`config.mk`:
```
export PLATFORM = sky130hd
export DESIGN_NAME = multi_click_button_gesture_flat
export DESIGN_NICKNAME = d
export VERILOG_FILES = /design/src/design/mcbg_pkg.sv /design/src/design/mcbg_if.sv /design/src/design/multi_click_button_gesture.sv /design/src/flat_wrapper.sv
export SDC_FILE = /design/constraint.sdc
export NUM_CORES = 1
export LEC_CHECK = 0
export BUFFER_PORTS_ARGS = -buffer_cell sky130_fd_sc_hd__clkbuf_2
export CAP_MARGIN = 10
export CORE_UTILIZATION = 25
export CTS_CLUSTER_DIAMETER = 60
export DETAILED_ROUTE_END_ITERATION = 16
export GPL_ROUTABILITY_DRIVEN = 0
export PLACE_DENSITY = 0.43
export SLEW_MARGIN = 20
export SYNTH_ARGS = -nofsm -noshare
export SYNTH_HDL_FRONTEND = slang
export SYNTH_SLANG_ARGS = --single-unit
export TNS_END_PERCENT = 10
```
`constraint.sdc`:
```
create_clock -name clk -period 5.8 [get_ports clk]
set_clock_uncertainty 0.05 [all_clocks]
set_input_delay 0.29 -clock clk [delete_from_list [all_inputs] [get_ports clk]]
set_output_delay 0.29 -clock clk [all_outputs]
set_load 0.05 [all_outputs]
```
`src/design/mcbg_pkg.sv`:
```
// Shared types and constants for the multi-click button gesture detector.
package mcbg_pkg;

  localparam int unsigned CountWidth = 16;
  localparam int unsigned CfgIndexWidth = 2;

  typedef logic [CountWidth-1:0] count_t;
  typedef logic [CfgIndexWidth-1:0] cfg_index_t;

  // Gesture event codes.
  typedef enum logic [1:0] {
    EV_PREVIOUS   = 2'd0,
    EV_PLAY_PAUSE = 2'd1,
    EV_NEXT       = 2'd2,
    EV_LIKE       = 2'd3
  } event_code_t;

  // Configuration register indexes.
  localparam cfg_index_t REG_HOLD_TICKS   = 2'd0;
  localparam cfg_index_t REG_GAP_TICKS    = 2'd1;
  localparam cfg_index_t REG_REPEAT_TICKS = 2'd2;

  // Reset values of the configuration registers.
  localparam count_t HOLD_TICKS_RESET   = 16'd50;
  localparam count_t GAP_TICKS_RESET    = 16'd50;
  localparam count_t REPEAT_TICKS_RESET = 16'd50;

endpackage

```
`src/design/mcbg_if.sv`:
```
// Handshake channels of the gesture detector: samples, events and configuration.
interface mcbg_sample_if;
  logic valid;
  logic ready;
  logic pin_level;

  modport source (output valid, output pin_level, input ready);
  modport sink (input valid, input pin_level, output ready);
endinterface

interface mcbg_event_if;
  import mcbg_pkg::*;
  logic        valid;
  logic        ready;
  event_code_t event_code;

  modport source (output valid, output event_code, input ready);
  modport sink (input valid, input event_code, output ready);
endinterface

interface mcbg_cfg_if;
  import mcbg_pkg::*;
  logic       valid;
  logic       ready;
  cfg_index_t index;
  count_t     data;

  modport source (output valid, output index, output data, input ready);
  modport sink (input valid, input index, input data, output ready);
endinterface

```
`src/design/multi_click_button_gesture.sv`:
```
// Top level of the multi-click button gesture detector.
//
//   channel  | dir | payload                     | role
//   ---------+-----+-----------------------------+------------------------------
//   sample   | in  | pin_level (1b, 0 = pressed) | one button sample per request
//   gesture  | out | event_code (2b)             | zero or one event per sample
//   cfg      | in  | index (2b), data (16b)      | threshold register writes
//
// A sample request is taken every cycle unless the output stalls; it is held in the
// sample register, and its event, if any, is then loaded into the event register.
// The gesture state advances only when the event register is free or being drained,
// so a stalled event holds back the sample register and then the input.
// rst is synchronous and returns to idle with all thresholds at 50 ticks.
// Configuration writes are always taken at once.
module multi_click_button_gesture (
  input logic clk,
  input logic rst,
  mcbg_sample_if.sink   sample,
  mcbg_event_if.source  gesture,
  mcbg_cfg_if.sink      cfg
);
  import mcbg_pkg::*;

  typedef enum logic [8:0] {
    PH_IDLE      = 9'b000000001,
    PH_PRESS1    = 9'b000000010,
    PH_GAP1      = 9'b000000100,
    PH_PRESS2    = 9'b000001000,
    PH_GAP2      = 9'b000010000,
    PH_PRESS3    = 9'b000100000,
    PH_HOLD_PREV = 9'b001000000,
    PH_HOLD_NEXT = 9'b010000000,
    PH_HOLD_LIKE = 9'b100000000
  } phase_t;

  count_t hold_ticks;
  count_t gap_ticks;
  count_t repeat_ticks;

  phase_t phase;
  phase_t phase_next;
  count_t tick_count;
  count_t tick_count_next;
  logic   repeat_started;
  logic   repeat_started_next;

  logic   sample_valid;
  logic   sample_pin;
  logic   advance;

  logic        event_valid;
  event_code_t event_code;
  logic        emit;
  event_code_t emit_code;

  // Configuration registers take every write request at once.
  assign cfg.ready = 1'b1;

  always_ff @(posedge clk) begin
    if (rst) begin
      hold_ticks   <= HOLD_TICKS_RESET;
      gap_ticks    <= GAP_TICKS_RESET;
      repeat_ticks <= REPEAT_TICKS_RESET;
    end else if (cfg.valid) begin
      case (cfg.index)
        REG_HOLD_TICKS:   hold_ticks <= cfg.data;
        REG_GAP_TICKS:    gap_ticks <= cfg.data;
        REG_REPEAT_TICKS: repeat_ticks <= cfg.data;
        default: ;
      endcase
    end
  end

  // The held sample moves on whenever the event register can take a new value.
  assign advance      = !event_valid || gesture.ready;
  assign sample.ready = !sample_valid || advance;

  always_ff @(posedge clk) begin
    if (rst) begin
      sample_valid <= 1'b0;
    end else if (sample.ready) begin
      sample_valid <= sample.valid;
    end
  end

  always_ff @(posedge clk) begin
    if (sample.ready && sample.valid) begin
      sample_pin <= sample.pin_level;
    end
  end

  // Gesture update for one sample: phase change or tick count, then threshold tests.
  always_comb begin
    logic   pressed;
    logic   do_check;
    logic   do_count;
    count_t bumped;

    pressed             = !sample_pin;
    do_check            = 1'b0;
    do_count            = 1'b0;
    phase_next          = phase;
    tick_count_next     = tick_count;
    repeat_started_next = repeat_started;
    emit                = 1'b0;
    emit_code           = EV_PREVIOUS;
    bumped              = (tick_count == '1) ? tick_count : tick_count + count_t'(1);

    case (phase)
      PH_IDLE: begin
        if (pressed) begin
          phase_next = PH_PRESS1;
          do_check   = 1'b1;
        end
      end
      PH_PRESS1: begin
        if (!pressed) begin
          phase_next = PH_GAP1;
          do_check   = 1'b1;
        end else begin
          do_count = 1'b1;
        end
      end
      PH_GAP1: begin
        if (pressed) begin
          phase_next = PH_PRESS2;
          do_check   = 1'b1;
        end else begin
          do_count = 1'b1;
        end
      end
      PH_PRESS2: begin
        if (!pressed) begin
          phase_next = PH_GAP2;
          do_check   = 1'b1;
        end else begin
          do_count = 1'b1;
        end
      end
      PH_GAP2: begin
        if (pressed) begin
          phase_next = PH_PRESS3;
          do_check   = 1'b1;
        end else begin
          do_count = 1'b1;
        end
      end
      PH_PRESS3: begin
        if (!pressed) begin
          emit                = 1'b1;
          emit_code           = EV_LIKE;
          phase_next          = PH_IDLE;
          tick_count_next     = '0;
          repeat_started_next = 1'b0;
        end else begin
          do_count = 1'b1;
        end
      end
      PH_HOLD_PREV, PH_HOLD_NEXT: begin
        if (!pressed) begin
          phase_next          = PH_IDLE;
          tick_count_next     = '0;
          repeat_started_next = 1'b0;
        end else if (bumped >= repeat_ticks) begin
          // The first period only arms the repeat; later periods fire it.
          tick_count_next     = '0;
          repeat_started_next = 1'b1;
          if (repeat_started) begin
            emit      = 1'b1;
            emit_code = (phase == PH_HOLD_PREV) ? EV_PREVIOUS : EV_NEXT;
          end
        end else begin
          tick_count_next = bumped;
        end
      end
      PH_HOLD_LIKE: begin
        if (!pressed) begin
          phase_next          = PH_IDLE;
          tick_count_next     = '0;
          repeat_started_next = 1'b0;
        end
      end
      default: begin
        phase_next          = PH_IDLE;
        tick_count_next     = '0;
        repeat_started_next = 1'b0;
      end
    endcase

    // A new phase starts at its first tick; otherwise one more tick is counted.
    if (do_check) begin
      tick_count_next     = count_t'(1);
      repeat_started_next = 1'b0;
    end else if (do_count) begin
      tick_count_next = bumped;
      do_check        = 1'b1;
    end

    // Threshold tests of the press and gap phases.
    if (do_check) begin
      case (phase_next)
        PH_PRESS1: begin
          if (tick_count_next > hold_ticks) begin
            emit                = 1'b1;
            emit_code           = EV_PREVIOUS;
            phase_next          = PH_HOLD_PREV;
            tick_count_next     = '0;
            repeat_started_next = 1'b0;
          end
        end
        PH_GAP1: begin
          if (tick_count_next > gap_ticks) begin
            emit            = 1'b1;
            emit_code       = EV_PLAY_PAUSE;
            phase_next      = PH_IDLE;
            tick_count_next = '0;
          end
        end
        PH_PRESS2: begin
          if (tick_count_next > hold_ticks) begin
            emit                = 1'b1;
            emit_code           = EV_NEXT;
            phase_next          = PH_HOLD_NEXT;
            tick_count_next     = '0;
            repeat_started_next = 1'b0;
          end
        end
        PH_GAP2: begin
          if (tick_count_next > gap_ticks) begin
            emit            = 1'b1;
            emit_code       = EV_NEXT;
            phase_next      = PH_IDLE;
            tick_count_next = '0;
          end
        end
        PH_PRESS3: begin
          if (tick_count_next > hold_ticks) begin
            emit            = 1'b1;
            emit_code       = EV_LIKE;
            phase_next      = PH_HOLD_LIKE;
            tick_count_next = '0;
          end
        end
        default: ;
      endcase
    end
  end

  // Gesture state registers.
  always_ff @(posedge clk) begin
    if (rst) begin
      phase          <= PH_IDLE;
      tick_count     <= '0;
      repeat_started <= 1'b0;
    end else if (sample_valid && advance) begin
      phase          <= phase_next;
      tick_count     <= tick_count_next;
      repeat_started <= repeat_started_next;
    end
  end

  // Event register toward the output channel.
  always_ff @(posedge clk) begin
    if (rst) begin
      event_valid <= 1'b0;
    end else if (advance) begin
      event_valid <= sample_valid && emit;
    end
  end

  always_ff @(posedge clk) begin
    if (advance && sample_valid && emit) begin
      event_code <= emit_code;
    end
  end

  assign gesture.valid      = event_valid;
  assign gesture.event_code = event_code;

endmodule
```
`src/flat_wrapper.sv`:
```
// flat-port wrapper written by rule: the top's interface ports become plain ports
module multi_click_button_gesture_flat import mcbg_pkg::*;
  (clk, rst, sample_valid, sample_pin_level, sample_ready, gesture_valid, gesture_event_code, gesture_ready, cfg_valid, cfg_index, cfg_data, cfg_ready);
  mcbg_sample_if sample_i ();
  mcbg_event_if gesture_i ();
  mcbg_cfg_if cfg_i ();
  input logic clk;
  input logic rst;
  input wire logic [$bits(sample_i.valid)-1:0] sample_valid;
  input wire logic [$bits(sample_i.pin_level)-1:0] sample_pin_level;
  output wire logic [$bits(sample_i.ready)-1:0] sample_ready;
  output wire logic [$bits(gesture_i.valid)-1:0] gesture_valid;
  output wire logic [$bits(gesture_i.event_code)-1:0] gesture_event_code;
  input wire logic [$bits(gesture_i.ready)-1:0] gesture_ready;
  input wire logic [$bits(cfg_i.valid)-1:0] cfg_valid;
  input wire logic [$bits(cfg_i.index)-1:0] cfg_index;
  input wire logic [$bits(cfg_i.data)-1:0] cfg_data;
  output wire logic [$bits(cfg_i.ready)-1:0] cfg_ready;
  assign sample_i.valid = sample_valid;
  assign sample_i.pin_level = sample_pin_level;
  assign sample_ready = sample_i.ready;
  assign gesture_valid = gesture_i.valid;
  assign gesture_event_code = gesture_i.event_code;
  assign gesture_i.ready = gesture_ready;
  assign cfg_i.valid = cfg_valid;
  assign cfg_i.index = cfg_index;
  assign cfg_i.data = cfg_data;
  assign cfg_ready = cfg_i.ready;
  multi_click_button_gesture u_core (.clk(clk), .rst(rst), .sample(sample_i), .gesture(gesture_i), .cfg(cfg_i));
endmodule
```
==> impl_metrics.tcl <==
set metrics [dict create \
    grt_pass1_wl_um 27800 \
    synth-main-ff-cell "dfxtp_1" \
    fin_ws_ns 0.216 \
    fin_hold_ws_ns 0.0629 \
    first_global_vias 4997 \
    slew-limit-headroom_pct 25.4 \
    initial_utilization_pct 25.7 \
    ys_types 76 \
    power_frac_comb_pct 12.1 \
    clkPwrFrac_pct 46.4 \
    netlist_instances 708 \
    slowest_delay_ns 0.46 \
    worstMarginPinSlew_ns 1.11 \
    core-area_um2 21200 \
    die_x_um 150 \
    ys.warnings.count 0 \
    ioPinCount 29 \
    reg2reg_to "u_core.tick_count[13]" \
    hold_depth 1 \
    grt_max_degree 66 \
    cp.required_ns 6.04 \
    num_antenna_cells 0 \
    crit_fanout 7 \
    vdd_ir_drop_max_uv 151 \
    final_nets 873 \
    drt-total-wl_um 17600 \
    clkLatencyLatePin_ns 0.35 \
    fin_crit_sh_pct 96.3 \
    min_from "sample_pin_level" \
    r2r_slack_ns 0.22 \
    r2r-start "u_core.tick_count[5]" \
    track_usage_pct 16.2 \
    max-cap-violations 0 \
    antenna_found_initial 0 \
    critPathLaunchType "register" \
    cts_tree "built" \
    synth_area_um2 5440 \
    leakage_nw 3.11 \
    synth_edf_count 3 \
    dp.cells 1048 \
    p_int_w 0.00101 \
    status "completed" \
    num_vias 5182 \
    avgSynthCellArea_um2 7.69 \
    hold_path.class "in2reg" \
    row_count 53 \
    yosysSeqAreaShare_pct 29.6 \
    final-hold-violation-count 0 \
    post-dp-hpwl_um 13100 \
    p_per_area_nw_per_um2 191 \
    cp-end-kind "register" \
    drc 0 \
    htreeDepth 3 \
    cp.arrival_ns 5.82 \
    first_pass_iters 4 \
    cts_buffer_depth 2 \
    timing.final.crit_period_ns 5.58 \
    rr_worst_depth 28 \
    synth-seq-cells 79 \
    area_growth_pct 32.4 \
    hold_buffers 0 \
    avgRoutedWirePerCell_um 16.3 \
    cts.clk_slew.worst_paths_ns 0.06 \
    drtIter0Drc 258 \
    cts_buffers 9 \
    cts.sinks 79 \
    vias_per_cell 4.79 \
    hold_end "u_core.sample_pin" \
    cpMostUsedCell "buf_4" \
    path_class "reg2reg" \
    p_sw_share_pct 26.5 \
    io_buffer_count 27 \
    place_ws_ns -0.278 \
    synthArstFlopShare_pct 0 \
    max_freq_mhz 179 \
    synth.net_count 779 \
    die_area_um2 22400 \
    fp.dieH_um 150 \
    ant_nets 0 \
    grt.overflow.total 0 \
    drv_slew 0 \
    ctsRootBufferMaster "clkbuf_16" \
    setup_viol 0 \
    finalNonFillerCells 1082 \
    pwr-share-seq_pct 41.5 \
    drive_gt1_share_pct 27.3 \
    switchingPower_w 0.000365 \
    cpMaxStageDelayCell "or4b_4" \
]
-- cells in the mapped netlist, types with 3 or more instances --
master | n | area share (%)
dfxtp_1 | 76 | 28
inv_1 | 57 | 3.9
mux2i_1 | 4 | 0.74
a22o_1 | 14 | 2.3
buf_2 | 7 | 0.64
clkbuf_1 | 21 | 1.4
o31ai_1 | 8 | 1.1
ha_1 | 47 | 11
nor2_1 | 34 | 2.3
nor2b_1 | 4 | 0.46
nand4_1 | 18 | 2.1
a211o_1 | 7 | 1.1
nor3b_1 | 8 | 1.1
xnor2_1 | 8 | 1.3
a22oi_1 | 3 | 0.41
and4_1 | 3 | 0.48
a21o_1 | 9 | 1.2
nor3_1 | 11 | 1.0
a21oi_1 | 70 | 6.4
o21a_1 | 3 | 0.41
buf_6 | 4 | 0.83
and3_1 | 3 | 0.34
a31oi_1 | 3 | 0.34
xor2_1 | 9 | 1.4
nand2b_1 | 9 | 1.0
o21ai_0 | 27 | 2.5
edfxtp_1 | 3 | 1.7
nand2_1 | 145 | 10
nor4b_2 | 3 | 0.83
nand3b_1 | 7 | 0.97
a211oi_1 | 4 | 0.55
and3_2 | 3 | 0.41
nand3_1 | 18 | 1.7
and2_1 | 3 | 0.34
-- area by class of cell --
type                       instances  area (µm²)
sequential                        79        1620
inverter                          57         214
clock buffer                      10         239
clock inverter                     6        92.6
tap                              275         344
multi-input combinational        537        3840
timing repair buffer             118         857
fill                            2226       13900
-- per-stage QoR --
step / total power, W / cell area (µm²) / utilization, % / setup TNS (ns)
final: 0.00138 / 7210 / 34.1 / 0
after global routing: 0.00143 / 7210 / 34.1 / -0.591
after CTS: 0.00139 / 6780 / 32.1 / 0
after detailed placement: 0.000737 / 6310 / 29.9 / -4.98
after global placement: 0.000739 / 6310 / 29.9 / -4.02
after floorplan: 0.000682 / 5450 / - / 0
-- metal layers --
| metal | up-vias | track usage [%] | wire length [µm] |
|---|---|---|---|
| met1 | 2405 | 23.4 | 9090 |
| met3 | 16 | 2.56 | 578 |
| met2 | 82 | 24.5 | 7710 |
| li1 | 2679 | - | - |
| met4 | 0 | 4.34 | 240 |
| met5 | - | 0 | 0 |
-- cell families (layout without fill, tap and decap cells) --
group | Yosys count | in the layout | share of synthesized area, %
AO/OA/AOI/OAI | 178 | 178 | 22.0
XOR/XNOR | 17 | 17 | 2.74
adder cells (fa/ha/maj) | 47 | 47 | 10.8
buffers and inverters | 92 | 191 | 7.20
flip-flops | 79 | 79 | 29.6
multiplexers | 5 | 5 | 0.943
other | 1 | 1 | 0.0689
AND/OR/NAND/NOR | 289 | 289 | 26.6
-- cells in the final DEF, fill, tap and decap left out, types with 4 or more instances in the layout --
cell / netlist / routed
nor3_1: 11 / 8
nor2b_1: 4 / 4
nor3b_1: 8 / 5
xnor2_1: 8 / 6
a21oi_2: 0 / 5
clkbuf_2: 0 / 27
nor2_1: 34 / 31
o31ai_1: 8 / 5
dfxtp_2: 0 / 4
nand2b_1: 9 / 9
o21ai_2: 0 / 4
a21oi_1: 70 / 65
xor2_1: 9 / 9
dfxtp_1: 76 / 72
buf_6: 4 / 7
inv_1: 57 / 55
a211o_1: 7 / 7
nand3b_1: 7 / 7
clkbuf_16: 0 / 9
nand4_1: 18 / 18
nand3_1: 18 / 13
a22o_1: 14 / 12
o21ai_0: 27 / 20
nand2_1: 145 / 142
a21o_1: 9 / 9
ha_1: 47 / 40
buf_4: 2 / 83
o21ai_1: 1 / 4
ha_4: 0 / 7
-- state kept, by name, indices dropped and copies added, names as in the netlist --
| signal | flops |
|---|---|
| u_core.tick_count | 16 |
| u_core.gesture.event_code | 2 |
| u_core.gap_ticks | 16 |
| u_core.phase | 9 |
| u_core.sample_pin | 1 |
| u_core.sample_valid | 1 |
| u_core.hold_ticks | 16 |
| u_core.repeat_ticks | 16 |
| u_core.repeat_started | 1 |
| u_core.gesture.valid | 1 |
-- worst max path at each step --
| stage | depth (start not counted) | endpoint | from | slack [ns] |
|---|---|---|---|---|
| after floorplan | 26 | u_core.tick_count[7] | u_core.tick_count[4] | 0.04 |
| after global placement | 24 | u_core.gesture.event_code[1] | u_core.tick_count[9] | -0.24 |
| after detailed placement | 24 | u_core.gesture.event_code[1] | u_core.tick_count[10] | -0.28 |
| after CTS | 26 | u_core.tick_count[12] | u_core.tick_count[7] | 0.04 |
| after global routing | 30 | u_core.tick_count[13] | u_core.tick_count[7] | -0.06 |
| final | 28 | u_core.tick_count[13] | u_core.tick_count[5] | 0.22 |
-- repair_timing --
| item | CTS | global route |
|---|---|---|
| hold endpoints to repair | 0 | 0 |
| gates resized for setup | 28 | 59 |
| pin swaps | 12 | 38 |
| buffers inserted | 3 | 15 |
| gates cloned | 1 | 0 |
| setup endpoints to repair | 26 | 30 |
-- worst max-delay path, delay by kind of cell, from the launching register on --
family	cells	cell delay [ns]
AOI/OAI and AO/OA	12	1.96
xor gates and xnor gates	1	0.13
adders and majority gates	2	0.62
buffers and inverters	5	0.80
DFF	1	0.34
and+or+nand+nor	8	1.62
-- power by group through the flow --
stage | sequential [W] | clock (W) | combinational, W
after CTS | 0.000572 | 0.000655 | 0.000159
after detailed placement | 0.000584 | 0 | 0.000153
after floorplan | 0.000579 | 0 | 0.000104
after global placement | 0.000583 | 0 | 0.000156
final | 0.000572 | 0.000640 | 0.000167
after global routing | 0.000573 | 0.000674 | 0.000187
Power figures use the tool's default switching activity.
